## src/rtl/chirp_square_wave_points_core_defines.svh

```systemverilog
// Assertion macros shared by the chirp square wave point generator.
`ifndef CHIRP_SQUARE_WAVE_POINTS_CORE_DEFINES_SVH
`define CHIRP_SQUARE_WAVE_POINTS_CORE_DEFINES_SVH

// Checks that the consequence holds in the same cycle as the antecedent.
`define CSW_ASSERT_SAME(label, ante, cons, msg) \
    label: assert property (@(posedge i_clk) disable iff (!i_rst_n) (ante) |-> (cons)) \
        else $error(msg);

// Checks that the consequence holds in the cycle after the antecedent.
`define CSW_ASSERT_NEXT(label, ante, cons, msg) \
    label: assert property (@(posedge i_clk) disable iff (!i_rst_n) (ante) |=> (cons)) \
        else $error(msg);

`endif

```

## src/rtl/csw_pkg.sv

```systemverilog
// Shared types, constants and helper functions of the chirp square wave generator.
package csw_pkg;

    localparam int TICKS_PER_SECOND = 1000000;
    localparam int MAX_POINTS       = 5000;
    localparam int MHZ_PER_HZ       = 1000;
    localparam int RATE_FRAC        = 23;
    // Ticks per millisecond in Q.16 time: TICKS_PER_SECOND * 65536 / 1000.
    localparam longint PERIOD_SCALE = longint'(TICKS_PER_SECOND) * 8192 / 125;

    localparam int AMP_W    = 15;
    localparam int FREQ_W   = 24;
    localparam int PER_W    = 22;
    localparam int LEVEL_W  = 16;
    localparam int DUR_W    = 40;
    localparam int STS_W    = 2;
    localparam int IDX_W    = 13;
    localparam int FQ_W     = 40;
    localparam int TIME_W   = 56;
    localparam int PT_W     = 48;
    localparam int RATE_W   = 48;
    localparam int DIV_N_W  = 64;
    localparam int DIV_D_W  = 42;
    localparam int PROD_W   = RATE_W + TIME_W;
    localparam int CFG_IDX_W = 2;
    localparam int CFG_DAT_W = 24;

    // Numerator of the half period division: TICKS_PER_SECOND*500 * 2^33.
    localparam logic [DIV_N_W-1:0] HP_NUM =
        (64'(TICKS_PER_SECOND) * 64'd500) << 33;
    localparam logic [TIME_W-1:0] TIME_MAX = '1;
    localparam logic [FQ_W-1:0]   FREQ_MAX = '1;

    // Configuration register indexes.
    localparam logic [CFG_IDX_W-1:0] REG_AMPLITUDE = 2'd0;
    localparam logic [CFG_IDX_W-1:0] REG_START     = 2'd1;
    localparam logic [CFG_IDX_W-1:0] REG_END       = 2'd2;
    localparam logic [CFG_IDX_W-1:0] REG_PERIOD    = 2'd3;

    // Result status codes.
    localparam logic [STS_W-1:0] ST_OK   = 2'd0;
    localparam logic [STS_W-1:0] ST_MAX  = 2'd1;
    localparam logic [STS_W-1:0] ST_IDLE = 2'd2;

    typedef enum logic [1:0] {
        DSEL_RATE,
        DSEL_HP_START,
        DSEL_HP_NEXT
    } t_div_sel;

    typedef enum logic [1:0] {
        K_POINT,
        K_MAX,
        K_IDLE
    } t_kind;

    typedef struct packed {
        logic     rate_prep;
        logic     div_go;
        t_div_sel div_sel;
        logic     latch_rate;
        logic     latch_hp;
        logic     mul_go;
        logic     freq_upd;
        logic     latch_next;
        logic     decide;
        logic     emit;
        t_kind    kind;
    } t_cmd;

    typedef struct packed {
        logic start_bad;
        logic idx_full;
        logic div_busy;
        logic mul_busy;
        logic last;
    } t_sts;

    // Rounds a doubled quotient half up and saturates it to the time range.
    function automatic logic [TIME_W-1:0] hp_round(input logic [DIV_N_W-1:0] q);
        logic [DIV_N_W:0] s;
        s = {1'b0, q} + 65'd1;
        if (|s[DIV_N_W:TIME_W+1]) begin
            return TIME_MAX;
        end
        return s[TIME_W:1];
    endfunction

    // Converts Q.16 time to whole ticks, rounded half up and saturated.
    function automatic logic [DUR_W-1:0] to_ticks(input logic [TIME_W-1:0] t);
        logic [TIME_W:0] s;
        s = {1'b0, t} + 57'h8000;
        if (s[TIME_W]) begin
            return '1;
        end
        return s[TIME_W-1:16];
    endfunction

endpackage

```

## src/rtl/csw_ifs.sv

```systemverilog
// Handshake channel interfaces: request input, result output and configuration writes.
interface csw_in_if;
    logic valid;
    logic ready;
    logic restart;
    modport source (output valid, output restart, input ready);
    modport sink (input valid, input restart, output ready);
endinterface

interface csw_out_if;
    logic valid;
    logic ready;
    logic signed [csw_pkg::LEVEL_W-1:0] level;
    logic [csw_pkg::DUR_W-1:0] duration_ticks;
    logic last;
    logic [csw_pkg::STS_W-1:0] status;
    modport source (output valid, output level, output duration_ticks, output last,
                    output status, input ready);
    modport sink (input valid, input level, input duration_ticks, input last,
                  input status, output ready);
endinterface

interface csw_cfg_if;
    logic valid;
    logic ready;
    logic [csw_pkg::CFG_IDX_W-1:0] index;
    logic [csw_pkg::CFG_DAT_W-1:0] data;
    modport source (output valid, output index, output data, input ready);
    modport sink (input valid, input index, input data, output ready);
endinterface

```

## src/rtl/csw_div.sv

```systemverilog
// Restoring divider that produces one quotient bit per cycle.
module csw_div (
    input  logic                          i_clk,
    input  logic                          i_rst_n,
    input  logic                          i_go,
    input  logic [csw_pkg::DIV_N_W-1:0]   i_num,
    input  logic [csw_pkg::DIV_D_W-1:0]   i_den,
    output logic                          o_busy,
    output logic [csw_pkg::DIV_N_W-1:0]   o_quo
);
    import csw_pkg::*;

    localparam int CNT_W = $clog2(DIV_N_W);

    logic                r_busy;
    logic [CNT_W-1:0]    r_cnt;
    logic [DIV_N_W-1:0]  r_num;
    logic [DIV_N_W-1:0]  r_quo;
    logic [DIV_D_W-1:0]  r_den;
    logic [DIV_D_W-1:0]  r_rem;
    logic [DIV_D_W:0]    rem_sh;
    logic                fits;

    // Shift in the next numerator bit and try a subtraction.
    assign rem_sh = {r_rem, r_num[DIV_N_W-1]};
    assign fits   = rem_sh >= {1'b0, r_den};

    // Control state of the iteration.
    always_ff @(posedge i_clk) begin
        if (!i_rst_n) begin
            r_busy <= 1'b0;
            r_cnt  <= '0;
        end else if (i_go) begin
            r_busy <= 1'b1;
            r_cnt  <= '0;
        end else if (r_busy) begin
            r_cnt <= r_cnt + 1'b1;
            if (r_cnt == CNT_W'(DIV_N_W - 1)) begin
                r_busy <= 1'b0;
            end
        end
    end

    // Partial remainder and quotient.
    always_ff @(posedge i_clk) begin
        if (i_go) begin
            r_num <= i_num;
            r_den <= i_den;
            r_rem <= '0;
            r_quo <= '0;
        end else if (r_busy) begin
            r_num <= {r_num[DIV_N_W-2:0], 1'b0};
            r_quo <= {r_quo[DIV_N_W-2:0], fits};
            r_rem <= fits ? DIV_D_W'(rem_sh - {1'b0, r_den}) : rem_sh[DIV_D_W-1:0];
        end
    end

    assign o_busy = r_busy;
    assign o_quo  = r_quo;
endmodule

```

## src/rtl/csw_mul.sv

```systemverilog
// Shift-and-add multiplier that consumes one multiplier bit per cycle, MSB first.
module csw_mul (
    input  logic                          i_clk,
    input  logic                          i_rst_n,
    input  logic                          i_go,
    input  logic [csw_pkg::RATE_W-1:0]    i_a,
    input  logic [csw_pkg::TIME_W-1:0]    i_b,
    output logic                          o_busy,
    output logic [csw_pkg::PROD_W-1:0]    o_prod
);
    import csw_pkg::*;

    localparam int CNT_W = $clog2(RATE_W);

    logic               r_busy;
    logic [CNT_W-1:0]   r_cnt;
    logic [RATE_W-1:0]  r_a;
    logic [TIME_W-1:0]  r_b;
    logic [PROD_W-1:0]  r_prod;

    // Iteration control.
    always_ff @(posedge i_clk) begin
        if (!i_rst_n) begin
            r_busy <= 1'b0;
            r_cnt  <= '0;
        end else if (i_go) begin
            r_busy <= 1'b1;
            r_cnt  <= '0;
        end else if (r_busy) begin
            r_cnt <= r_cnt + 1'b1;
            if (r_cnt == CNT_W'(RATE_W - 1)) begin
                r_busy <= 1'b0;
            end
        end
    end

    // Accumulate the partial products.
    always_ff @(posedge i_clk) begin
        if (i_go) begin
            r_a    <= i_a;
            r_b    <= i_b;
            r_prod <= '0;
        end else if (r_busy) begin
            r_a    <= {r_a[RATE_W-2:0], 1'b0};
            r_prod <= {r_prod[PROD_W-2:0], 1'b0}
                      + (r_a[RATE_W-1] ? PROD_W'(r_b) : '0);
        end
    end

    assign o_busy = r_busy;
    assign o_prod = r_prod;
endmodule

```

## src/rtl/csw_dp.sv

```systemverilog
// Datapath: configuration registers, sweep state, arithmetic units and result register.
module csw_dp (
    input  logic                                 i_clk,
    input  logic                                 i_rst_n,
    input  logic                                 i_cfg_we,
    input  logic [csw_pkg::CFG_IDX_W-1:0]        i_cfg_index,
    input  logic [csw_pkg::CFG_DAT_W-1:0]        i_cfg_data,
    input  csw_pkg::t_cmd                        i_cmd,
    output csw_pkg::t_sts                        o_sts,
    output logic signed [csw_pkg::LEVEL_W-1:0]   o_level,
    output logic [csw_pkg::DUR_W-1:0]            o_duration_ticks,
    output logic                                 o_last,
    output logic [csw_pkg::STS_W-1:0]            o_status
);
    import csw_pkg::*;

    logic [AMP_W-1:0]    r_amp;
    logic [FREQ_W-1:0]   r_start;
    logic [FREQ_W-1:0]   r_end;
    logic [PER_W-1:0]    r_period;

    logic [DIV_N_W-1:0]  r_rnum;
    logic [DIV_D_W-1:0]  r_rden;
    logic                r_rneg;
    logic [RATE_W-1:0]   r_rate_mag;
    logic [FQ_W-1:0]     r_freq;
    logic [FQ_W-1:0]     r_next_f;
    logic [TIME_W-1:0]   r_hp;
    logic [TIME_W-1:0]   r_next_hp;
    logic [TIME_W-1:0]   r_elapsed;
    logic [PT_W-1:0]     r_period_t;
    logic [IDX_W-1:0]    r_idx;
    logic                r_last;
    logic [DUR_W-1:0]    r_dur;

    logic signed [LEVEL_W-1:0] r_level;
    logic [DUR_W-1:0]          r_out_dur;
    logic                      r_out_last;
    logic [STS_W-1:0]          r_out_sts;

    logic [FREQ_W-1:0]   diff;
    logic [DIV_N_W-1:0]  div_num;
    logic [DIV_D_W-1:0]  div_den;
    logic                div_busy;
    logic [DIV_N_W-1:0]  div_quo;
    logic                mul_busy;
    logic [PROD_W-1:0]   prod;
    logic [TIME_W-1:0]   hp_new;
    logic [FQ_W:0]       inc_raw;
    logic [FQ_W:0]       inc;
    logic [FQ_W+1:0]     f_sum;
    logic [FQ_W-1:0]     f_new;
    logic [TIME_W+1:0]   span;
    logic                over;
    logic signed [LEVEL_W-1:0] lvl;

    // Configuration registers.
    always_ff @(posedge i_clk) begin
        if (!i_rst_n) begin
            r_amp    <= '0;
            r_start  <= FREQ_W'(1000);
            r_end    <= FREQ_W'(1000);
            r_period <= PER_W'(1000);
        end else if (i_cfg_we) begin
            unique case (i_cfg_index)
                REG_AMPLITUDE: r_amp    <= i_cfg_data[AMP_W-1:0];
                REG_START:     r_start  <= i_cfg_data[FREQ_W-1:0];
                REG_END:       r_end    <= i_cfg_data[FREQ_W-1:0];
                REG_PERIOD:    r_period <= i_cfg_data[PER_W-1:0];
                default: ;
            endcase
        end
    end

    // Divider operand selection.
    assign diff = (r_end >= r_start) ? r_end - r_start : r_start - r_end;

    always_comb begin
        div_num = HP_NUM;
        div_den = '0;
        case (i_cmd.div_sel)
            DSEL_RATE: begin
                div_num = r_rnum;
                div_den = r_rden;
            end
            DSEL_HP_START: div_den = DIV_D_W'({r_start, 16'h0000});
            DSEL_HP_NEXT:  div_den = DIV_D_W'(r_next_f);
            default: ;
        endcase
    end

    csw_div u_div (
        .i_clk   (i_clk),
        .i_rst_n (i_rst_n),
        .i_go    (i_cmd.div_go),
        .i_num   (div_num),
        .i_den   (div_den),
        .o_busy  (div_busy),
        .o_quo   (div_quo)
    );

    csw_mul u_mul (
        .i_clk   (i_clk),
        .i_rst_n (i_rst_n),
        .i_go    (i_cmd.mul_go),
        .i_a     (r_rate_mag),
        .i_b     (r_hp),
        .o_busy  (mul_busy),
        .o_prod  (prod)
    );

    assign hp_new = hp_round(div_quo);

    // Frequency step: saturate the scaled product, then move toward the end frequency.
    assign inc_raw = prod[FQ_W+RATE_FRAC:RATE_FRAC];
    assign inc = ((|prod[PROD_W-1:DIV_N_W]) || (inc_raw > {1'b1, {FQ_W{1'b0}}}))
                 ? {1'b1, {FQ_W{1'b0}}} : inc_raw;
    assign f_sum = {2'b00, r_freq} + {1'b0, inc};

    always_comb begin
        if (r_rneg) begin
            f_new = ({1'b0, r_freq} <= inc) ? FQ_W'(1) : r_freq - inc[FQ_W-1:0];
        end else begin
            f_new = (f_sum > {2'b00, FREQ_MAX}) ? FREQ_MAX : f_sum[FQ_W-1:0];
        end
    end

    // Look-ahead test: does the next half period still fit in the sweep?
    assign span = {2'b00, r_elapsed} + {2'b00, r_hp} + {2'b00, r_next_hp};
    assign over = span > (TIME_W+2)'(r_period_t);
    assign lvl  = r_idx[0] ? -$signed({1'b0, r_amp}) : $signed({1'b0, r_amp});

    // Sweep state and the stages of one point.
    always_ff @(posedge i_clk) begin
        if (i_cmd.rate_prep) begin
            r_rnum <= DIV_N_W'((34'(diff) * 34'(MHZ_PER_HZ))) << RATE_FRAC;
            r_rden <= DIV_D_W'(r_period) * DIV_D_W'(TICKS_PER_SECOND);
            r_rneg <= r_end < r_start;
        end
        if (i_cmd.latch_rate) begin
            r_rate_mag <= div_quo[RATE_W-1:0];
            r_freq     <= {r_start, 16'h0000};
            r_elapsed  <= '0;
            r_idx      <= '0;
        end
        if (i_cmd.latch_hp) begin
            r_hp <= hp_new;
        end
        if (i_cmd.freq_upd) begin
            r_next_f <= f_new;
        end
        if (i_cmd.latch_next) begin
            r_next_hp  <= hp_new;
            r_period_t <= PT_W'(r_period) * PT_W'(PERIOD_SCALE);
        end
        if (i_cmd.decide) begin
            r_last <= over;
            if (!over) begin
                r_dur <= to_ticks(r_hp);
            end else if (TIME_W'(r_period_t) <= r_elapsed) begin
                r_dur <= '0;
            end else begin
                r_dur <= to_ticks(TIME_W'(r_period_t) - r_elapsed);
            end
        end
        if (i_cmd.emit && i_cmd.kind == K_POINT && !r_last) begin
            r_elapsed <= r_elapsed + r_hp;
            r_freq    <= r_next_f;
            r_hp      <= r_next_hp;
            r_idx     <= r_idx + 1'b1;
        end
    end

    // Result register.
    always_ff @(posedge i_clk) begin
        if (i_cmd.emit) begin
            if (i_cmd.kind == K_POINT) begin
                r_level    <= lvl;
                r_out_dur  <= r_dur;
                r_out_last <= r_last;
                r_out_sts  <= ST_OK;
            end else begin
                r_level    <= '0;
                r_out_dur  <= '0;
                r_out_last <= 1'b0;
                r_out_sts  <= (i_cmd.kind == K_MAX) ? ST_MAX : ST_IDLE;
            end
        end
    end

    assign o_sts.start_bad = (r_start == '0) || (r_period == '0);
    assign o_sts.idx_full  = r_idx >= IDX_W'(MAX_POINTS);
    assign o_sts.div_busy  = div_busy;
    assign o_sts.mul_busy  = mul_busy;
    assign o_sts.last      = r_last;

    assign o_level          = r_level;
    assign o_duration_ticks = r_out_dur;
    assign o_last           = r_out_last;
    assign o_status         = r_out_sts;
endmodule

```

## src/rtl/csw_ctrl.sv

```systemverilog
// Controller: sequences the divider, multiplier and result register for each request.
`include "chirp_square_wave_points_core_defines.svh"

module csw_ctrl (
    input  logic           i_clk,
    input  logic           i_rst_n,
    input  logic           i_in_valid,
    input  logic           i_restart,
    output logic           o_in_ready,
    output logic           o_out_valid,
    input  logic           i_out_ready,
    output csw_pkg::t_cmd  o_cmd,
    input  csw_pkg::t_sts  i_sts
);
    import csw_pkg::*;

    typedef enum logic [3:0] {
        S_IDLE,
        S_RATE_GO,
        S_RATE_DIV,
        S_HP0_DIV,
        S_MUL_GO,
        S_MUL,
        S_NEXT_GO,
        S_NEXT_DIV,
        S_DECIDE,
        S_EMIT
    } t_state;

    t_state r_state;
    t_kind  r_kind;
    logic   r_running;
    logic   r_out_valid;
    logic   accept;
    logic   out_free;
    logic   units_busy;
    logic   err_emit;
    logic   mid_emit;
    t_cmd   cmd;

    assign accept   = (r_state == S_IDLE) && i_in_valid;
    assign out_free = !r_out_valid || i_out_ready;

    // Command decode from the current state.
    always_comb begin
        cmd         = '0;
        cmd.kind    = r_kind;
        cmd.div_sel = DSEL_RATE;
        unique case (r_state)
            S_IDLE:     cmd.rate_prep = accept && i_restart && !i_sts.start_bad;
            S_RATE_GO:  cmd.div_go = 1'b1;
            S_RATE_DIV: begin
                if (!i_sts.div_busy) begin
                    cmd.latch_rate = 1'b1;
                    cmd.div_go     = 1'b1;
                    cmd.div_sel    = DSEL_HP_START;
                end
            end
            S_HP0_DIV:  cmd.latch_hp = !i_sts.div_busy;
            S_MUL_GO:   cmd.mul_go = 1'b1;
            S_MUL:      cmd.freq_upd = !i_sts.mul_busy;
            S_NEXT_GO: begin
                cmd.div_go  = 1'b1;
                cmd.div_sel = DSEL_HP_NEXT;
            end
            S_NEXT_DIV: cmd.latch_next = !i_sts.div_busy;
            S_DECIDE:   cmd.decide = 1'b1;
            S_EMIT:     cmd.emit = out_free;
            default: ;
        endcase
    end

    // State, sweep activity and output valid.
    always_ff @(posedge i_clk) begin
        if (!i_rst_n) begin
            r_state     <= S_IDLE;
            r_kind      <= K_IDLE;
            r_running   <= 1'b0;
            r_out_valid <= 1'b0;
        end else begin
            if (cmd.emit) begin
                r_out_valid <= 1'b1;
                r_running   <= (r_kind == K_POINT) && !i_sts.last;
            end else if (i_out_ready) begin
                r_out_valid <= 1'b0;
            end
            unique case (r_state)
                S_IDLE: begin
                    if (accept) begin
                        if (i_restart) begin
                            r_running <= 1'b0;
                            if (i_sts.start_bad) begin
                                r_kind  <= K_IDLE;
                                r_state <= S_EMIT;
                            end else begin
                                r_kind  <= K_POINT;
                                r_state <= S_RATE_GO;
                            end
                        end else if (!r_running) begin
                            r_kind  <= K_IDLE;
                            r_state <= S_EMIT;
                        end else if (i_sts.idx_full) begin
                            r_running <= 1'b0;
                            r_kind    <= K_MAX;
                            r_state   <= S_EMIT;
                        end else begin
                            r_kind  <= K_POINT;
                            r_state <= S_MUL_GO;
                        end
                    end
                end
                S_RATE_GO:  r_state <= S_RATE_DIV;
                S_RATE_DIV: if (!i_sts.div_busy) r_state <= S_HP0_DIV;
                S_HP0_DIV:  if (!i_sts.div_busy) r_state <= S_MUL_GO;
                S_MUL_GO:   r_state <= S_MUL;
                S_MUL:      if (!i_sts.mul_busy) r_state <= S_NEXT_GO;
                S_NEXT_GO:  r_state <= S_NEXT_DIV;
                S_NEXT_DIV: if (!i_sts.div_busy) r_state <= S_DECIDE;
                S_DECIDE:   r_state <= S_EMIT;
                S_EMIT:     if (out_free) r_state <= S_IDLE;
                default:    r_state <= S_IDLE;
            endcase
        end
    end

    assign o_in_ready  = (r_state == S_IDLE);
    assign o_out_valid = r_out_valid;
    assign o_cmd       = cmd;

    // Conditions watched by the checks below.
    assign units_busy = i_sts.div_busy || i_sts.mul_busy;
    assign err_emit   = cmd.emit && (r_kind != K_POINT);
    assign mid_emit   = cmd.emit && (r_kind == K_POINT) && !i_sts.last;

    `CSW_ASSERT_SAME(a_div_start_idle, cmd.div_go, !i_sts.div_busy, "divider busy at start")
    `CSW_ASSERT_SAME(a_idle_units_free, r_state == S_IDLE, !units_busy, "unit busy in idle")
    `CSW_ASSERT_NEXT(a_error_stops, err_emit, !r_running, "running after error")
    `CSW_ASSERT_NEXT(a_point_keeps, mid_emit, r_running, "sweep stopped early")
endmodule

```

## src/rtl/chirp_square_wave_points_core.sv

```systemverilog
// Top level of the linear chirp square wave point generator.
// Each request returns one point of a bipolar square wave whose frequency sweeps
// linearly over the programmed period; restart=1 begins a new sweep. A point runs
// a bit-serial multiply of the sweep rate by the half period, then a bit-serial
// division for the next half period. A restart adds two more divisions (sweep rate
// and first half period). Error results (idle, invalid start, too many points) go
// straight to the result register without using the arithmetic units.
// Configuration writes are accepted at any time and must be made only while idle.
module chirp_square_wave_points_core (
    input  logic        i_clk,
    input  logic        i_rst_n,
    csw_in_if.sink      i_in,
    csw_out_if.source   o_out,
    csw_cfg_if.sink     i_cfg
);
    import csw_pkg::*;

    t_cmd cmd;
    t_sts sts;

    assign i_cfg.ready = 1'b1;

    csw_ctrl u_ctrl (
        .i_clk       (i_clk),
        .i_rst_n     (i_rst_n),
        .i_in_valid  (i_in.valid),
        .i_restart   (i_in.restart),
        .o_in_ready  (i_in.ready),
        .o_out_valid (o_out.valid),
        .i_out_ready (o_out.ready),
        .o_cmd       (cmd),
        .i_sts       (sts)
    );

    csw_dp u_dp (
        .i_clk            (i_clk),
        .i_rst_n          (i_rst_n),
        .i_cfg_we         (i_cfg.valid),
        .i_cfg_index      (i_cfg.index),
        .i_cfg_data       (i_cfg.data),
        .i_cmd            (cmd),
        .o_sts            (sts),
        .o_level          (o_out.level),
        .o_duration_ticks (o_out.duration_ticks),
        .o_last           (o_out.last),
        .o_status         (o_out.status)
    );
endmodule
```

## src/flat_wrapper.sv

```systemverilog
// flat-port wrapper written by rule: the top's interface ports become plain ports
module chirp_square_wave_points_core_flat import csw_pkg::*;
  (i_clk, i_rst_n, i_in_valid, i_in_restart, i_in_ready, o_out_valid, o_out_level, o_out_duration_ticks, o_out_last, o_out_status, o_out_ready, i_cfg_valid, i_cfg_index, i_cfg_data, i_cfg_ready);
  csw_in_if i_in_i ();
  csw_out_if o_out_i ();
  csw_cfg_if i_cfg_i ();
  input  logic i_clk;
  input  logic i_rst_n;
  input wire logic [$bits(i_in_i.valid)-1:0] i_in_valid;
  input wire logic [$bits(i_in_i.restart)-1:0] i_in_restart;
  output wire logic [$bits(i_in_i.ready)-1:0] i_in_ready;
  output wire logic [$bits(o_out_i.valid)-1:0] o_out_valid;
  output wire logic [$bits(o_out_i.level)-1:0] o_out_level;
  output wire logic [$bits(o_out_i.duration_ticks)-1:0] o_out_duration_ticks;
  output wire logic [$bits(o_out_i.last)-1:0] o_out_last;
  output wire logic [$bits(o_out_i.status)-1:0] o_out_status;
  input wire logic [$bits(o_out_i.ready)-1:0] o_out_ready;
  input wire logic [$bits(i_cfg_i.valid)-1:0] i_cfg_valid;
  input wire logic [$bits(i_cfg_i.index)-1:0] i_cfg_index;
  input wire logic [$bits(i_cfg_i.data)-1:0] i_cfg_data;
  output wire logic [$bits(i_cfg_i.ready)-1:0] i_cfg_ready;
  assign i_in_i.valid = i_in_valid;
  assign i_in_i.restart = i_in_restart;
  assign i_in_ready = i_in_i.ready;
  assign o_out_valid = o_out_i.valid;
  assign o_out_level = o_out_i.level;
  assign o_out_duration_ticks = o_out_i.duration_ticks;
  assign o_out_last = o_out_i.last;
  assign o_out_status = o_out_i.status;
  assign o_out_i.ready = o_out_ready;
  assign i_cfg_i.valid = i_cfg_valid;
  assign i_cfg_i.index = i_cfg_index;
  assign i_cfg_i.data = i_cfg_data;
  assign i_cfg_ready = i_cfg_i.ready;
  chirp_square_wave_points_core u_core (.i_clk(i_clk), .i_rst_n(i_rst_n), .i_in(i_in_i), .o_out(o_out_i), .i_cfg(i_cfg_i));
endmodule
```

## config.mk

```make
export PLATFORM = sky130hd
export DESIGN_NAME = chirp_square_wave_points_core_flat
export DESIGN_NICKNAME = d
export VERILOG_FILES = /design/src/rtl/csw_pkg.sv /design/src/rtl/csw_ifs.sv /design/src/rtl/csw_div.sv /design/src/rtl/csw_mul.sv /design/src/rtl/csw_dp.sv /design/src/rtl/csw_ctrl.sv /design/src/rtl/chirp_square_wave_points_core.sv /design/src/flat_wrapper.sv
export VERILOG_INCLUDE_DIRS = /design/src /design/src/rtl
export SDC_FILE = /design/constraint.sdc
export NUM_CORES = 2
export LEC_CHECK = 0
export BUFFER_PORTS_ARGS = -buffer_cell sky130_fd_sc_hd__buf_4
export CAP_MARGIN = 0
export CORE_MARGIN = 5
export CORE_UTILIZATION = 30
export CTS_CLUSTER_DIAMETER = 30
export DETAILED_ROUTE_END_ITERATION = 12
export PLACE_DENSITY = 0.45
export SYNTH_ARGS = -nofsm -noshare
export SYNTH_HDL_FRONTEND = slang
export SYNTH_SLANG_ARGS = --single-unit
export TNS_END_PERCENT = 50
```

## constraint.sdc

```tcl
create_clock -name i_clk -period 16.5 [get_ports i_clk]
set_clock_uncertainty 0.15 [all_clocks]
set_input_delay 0.825 -clock i_clk [delete_from_list [all_inputs] [get_ports i_clk]]
set_output_delay 0.825 -clock i_clk [all_outputs]
set_load 0.03 [all_outputs]
```

==> results.md <==
* Worst Tran Pin Value at 1.24 ns
* Leakage at 37.4 nW
* Post-synth EDFFs at 690
* Hold path endpoint: u_core.u_dp.r_start[15]$_SDFFE_PN0P_
* # nets final at about 9,100
* Outcome: completed
* Gr usage total at 18.2%
* PortBufs at a little over 90
* Post-Syn Area at 74,700 µm²
* Setup TNS at 0 ns
* Register area share after synthesis at 36.2%
* WP data required at 16.97 ns
* Sink Count at 1,007
* FP Rows at 183
* Period minus WS final at 9.38 ns
* Total grt overflow at 0
* Reg2reg setup slack at a little over 7 ns
* Dominant synthesized flop cell: edfxtp_1
* Die Width at 509 µm
* DRT iter0 DRCs at 4,489
* Fmax at 107 MHz
* Area contributors post-synth: edfxtp_1, ha_1, dfxtp_1
* Die ar. at 259,000 µm²
* Post-DP Area at 79,000 µm²
* Initial Utilization at 30.1%
* Post-DR wirelength/cell at 20.6 µm
* Setup crit start kind: register
* Hold path startpoint: i_cfg_data[15]
* DIE HEIGHT at approximately 510 µm
* Gate Count Post-Synth at 7,966
* Crit path DAT at 9.86 ns
* R2r worst-path depth at 33
* FF-to-FF Start: u_core.u_dp.r_start[0]$_SDFFE_PN0P_
* Yosys top cell area share at 27.7%
* Final Max Slew Viols at 0
* Core area at ~250,000 µm²
* Most frequent cells after synthesis: nand2_1, edfxtp_1, nor2_1
* Power Dens Cells at 239 nW/µm²
* Most numerous cell in the Yosys netlist: nand2_1
* RSZ-0062 raised after global routing: false
* Max Cap Viol at 0
* DR vias at 59,500
* FILL cells at 25,200
* DPL Wire Length at approximately 180 mm
* Crit path max fanout at 25
* IR Drop Worst-Case VDD at 0.630 mV
* Avg Vias per Cell at 5.11
* Critical path type: reg -> reg
* Final setup violating endpoints at 0
* Post_cts resized at 0
* Layout cells sized above 1 at 8.45%
* Fin area at 88,400 µm²
* Mean post-synth cell area at 9.37 µm²
* Final Hold Vio Count at 0
* Root buf cell: clkbuf_16
* Slowest cell on crit path: fa_1
* Rel. slew slack at 16.5%
* Area Overhead vs Synth at 18.4%
* Yosys warns at 0
* IO Pins at between 90 and 100
* Largest net degree at the start of global routing at 89
* Area leader, netlist: edfxtp_1
* CTS tree: built
* Setup crit end kind: register
* DP Cell Count at 11,100
* Num CTS Buffers at 286
* Clk buf depth at 4
* Vias in the first global route at between 50,000 and 60,000
* Reg2reg end: u_core.u_dp.r_rnum[56]$_DFFE_PP_
* WHS at 0.0743 ns
* H-tree depth at 5
* FFs w/ async S/R, synth at 0%
* First-pass GRT wire length at 363 mm
* Synthesized flop and latch total at 1,007
* Non-filler cells in the finished layout at ~12,000
* Total routed wirelength at 240 mm
* Hold crit path type: in -> reg
* Pre-Repair DR Iteration Count at 5
* Distinct cells, synth at 99
* Critical Path Max Stage Delay at about 0.54 ns
* Number of remaining DRC errors at 0
* Net count after synthesis at a little under 9,000
* Post-DRT Antenna Nets at 0
* Clk_lat worst skew at 0.94 ns
* Global placement routability congestion at 0.887
* Worst hold stages at 3
* Initial antenna violation count at 29
* Final Cycle Share at 56.9%
* Worst-path clk slew at 0.05 ns
[cells in the final DEF, fill, tap and decap left out, drive strengths merged, types with 195 or more instances in the layout]
cell type and instances:
clkbuf 336, fa 284, inv 676, ha 654
edfxtp 690, a21o 254, xor2 195, a21oi 472
nor2 661, nand2 877, o21ai 392, xnor2 304
dfxtp 317
[repair_timing]
item / CTS / global route
hold endpoints to repair: 10 / 0
hold buffers: 5 / 0
buffers inserted: 0 / 0
[cell type report]
class	instances	area, µm²	share of cell area, %
sequential	1007	27100	30.6
timing repair buffer	165	1250	1.42
inverter	651	2450	2.77
antenna	2	5.00	0.00566
multi-input combinational	5988	44100	49.8
clock buffer	336	7560	8.55
clock inverter	161	1830	2.07
tap	3330	4170	4.71
[worst max-delay path, delay by kind of cell (launching register included)]
kind                     cells  cell delay [ns]
AO/OA/AOI/OAI               15             3.46
adder cells (fa/ha/maj)      7             3.00
XOR/XNOR                     2             0.56
AND/OR/NAND/NOR              3             0.54
buffers and inverters        5             0.53
flip-flops                   1             0.51
multiplexers                 1             0.35
[power by group]
group,switching [mW],internal (mW),total (mW)
Sequential,0.493,3.95,4.44
Clock,1.66,3.75,5.41
Combinational,6.58,4.74,11.3
Total,8.73,12.4,21.2
[stage by stage]
| stage | power (mW) | setup slack [ns] | util, % |
|---|---|---|---|
| 4_1_cts | 21.4 | 7.18 | 35.6 |
| 6_report | 21.2 | 7.12 | 35.6 |
| 3_3_place_gp | 15.8 | 7.23 | 31.8 |
| 3_5_place_dp | 15.9 | 7.25 | 31.8 |
| 5_1_grt | 23.0 | 6.56 | 35.6 |
| 2_1_floorplan | 13.2 | 8.17 | - |
[kinds of logic (layout without fill, tap and decap cells)]
| logic type | after synthesis | after routing | share of synthesized area [%] |
|---|---|---|---|
| AND/OR/NAND/NOR | 2527 | 2527 | 15.9 |
| AO/OA/AOI/OAI | 1820 | 1820 | 15.8 |
| XOR/XNOR | 499 | 499 | 5.85 |
| adder cells (fa/ha/maj) | 938 | 938 | 18.6 |
| buffers and inverters | 971 | 1313 | 4.96 |
| other | 1 | 3 | 0.00502 |
| flip-flops | 1007 | 1007 | 36.2 |
| multiplexers | 203 | 203 | 2.74 |
[registers in the layout (all words and copies together), names as in the netlist, 22 cells and up]
| signal | count |
|---|---|
| u_core.u_dp.u_mul.r_a | 48 |
| u_core.u_dp.u_div.r_num | 38 |
| u_core.u_dp.r_hp | 56 |
| u_core.u_dp.u_mul.r_b | 56 |
| u_core.u_dp.r_elapsed | 56 |
| u_core.u_dp.r_rden | 36 |
| u_core.u_dp.r_next_f | 40 |
| u_core.u_dp.r_rate_mag | 48 |
| u_core.u_dp.u_div.r_den | 42 |
| u_core.u_dp.r_period | 22 |
| u_core.u_dp.u_mul.o_prod | 104 |
| u_core.u_dp.r_next_hp | 56 |
| u_core.u_dp.u_div.o_quo | 64 |
| u_core.u_dp.o_duration_ticks | 40 |
| u_core.u_dp.r_period_t | 29 |
| u_core.u_dp.r_end | 24 |
| u_core.u_dp.r_freq | 40 |
| u_core.u_dp.r_start | 24 |
| u_core.u_dp.u_div.r_rem | 42 |
| u_core.u_dp.r_dur | 40 |
| u_core.u_dp.r_rnum | 31 |
[how the worst max path moves through the flow]
stage                                       end                           startpoint  cells past startpoint  slack, ns
6_report       u_core.u_dp.r_rnum[56]$_DFFE_PP_  u_core.u_dp.r_start[0]$_SDFFE_PN0P_                     33       7.12
2_1_floorplan  u_core.u_dp.r_rnum[56]$_DFFE_PP_  u_core.u_dp.r_start[9]$_SDFFE_PN1P_                     32       8.17
3_5_place_dp   u_core.u_dp.r_rnum[56]$_DFFE_PP_  u_core.u_dp.r_start[0]$_SDFFE_PN0P_                     33       7.25
4_1_cts        u_core.u_dp.r_rnum[56]$_DFFE_PP_  u_core.u_dp.r_start[0]$_SDFFE_PN0P_                     33       7.18
3_3_place_gp   u_core.u_dp.r_rnum[56]$_DFFE_PP_  u_core.u_dp.r_start[0]$_SDFFE_PN0P_                     33       7.23
5_1_grt        u_core.u_dp.r_rnum[56]$_DFFE_PP_  u_core.u_dp.r_start[0]$_SDFFE_PN0P_                     33       6.56
[layer usage]
metal	up-vias	share of wire, %	global-route usage, %
met5	-	0.014	0
met4	4	2.5	5.03
met3	309	6.2	3.62
met2	1530	43	27.5
met1	29100	48	26.3
li1	28500	-	-
(Power assumes the default switching activity.)
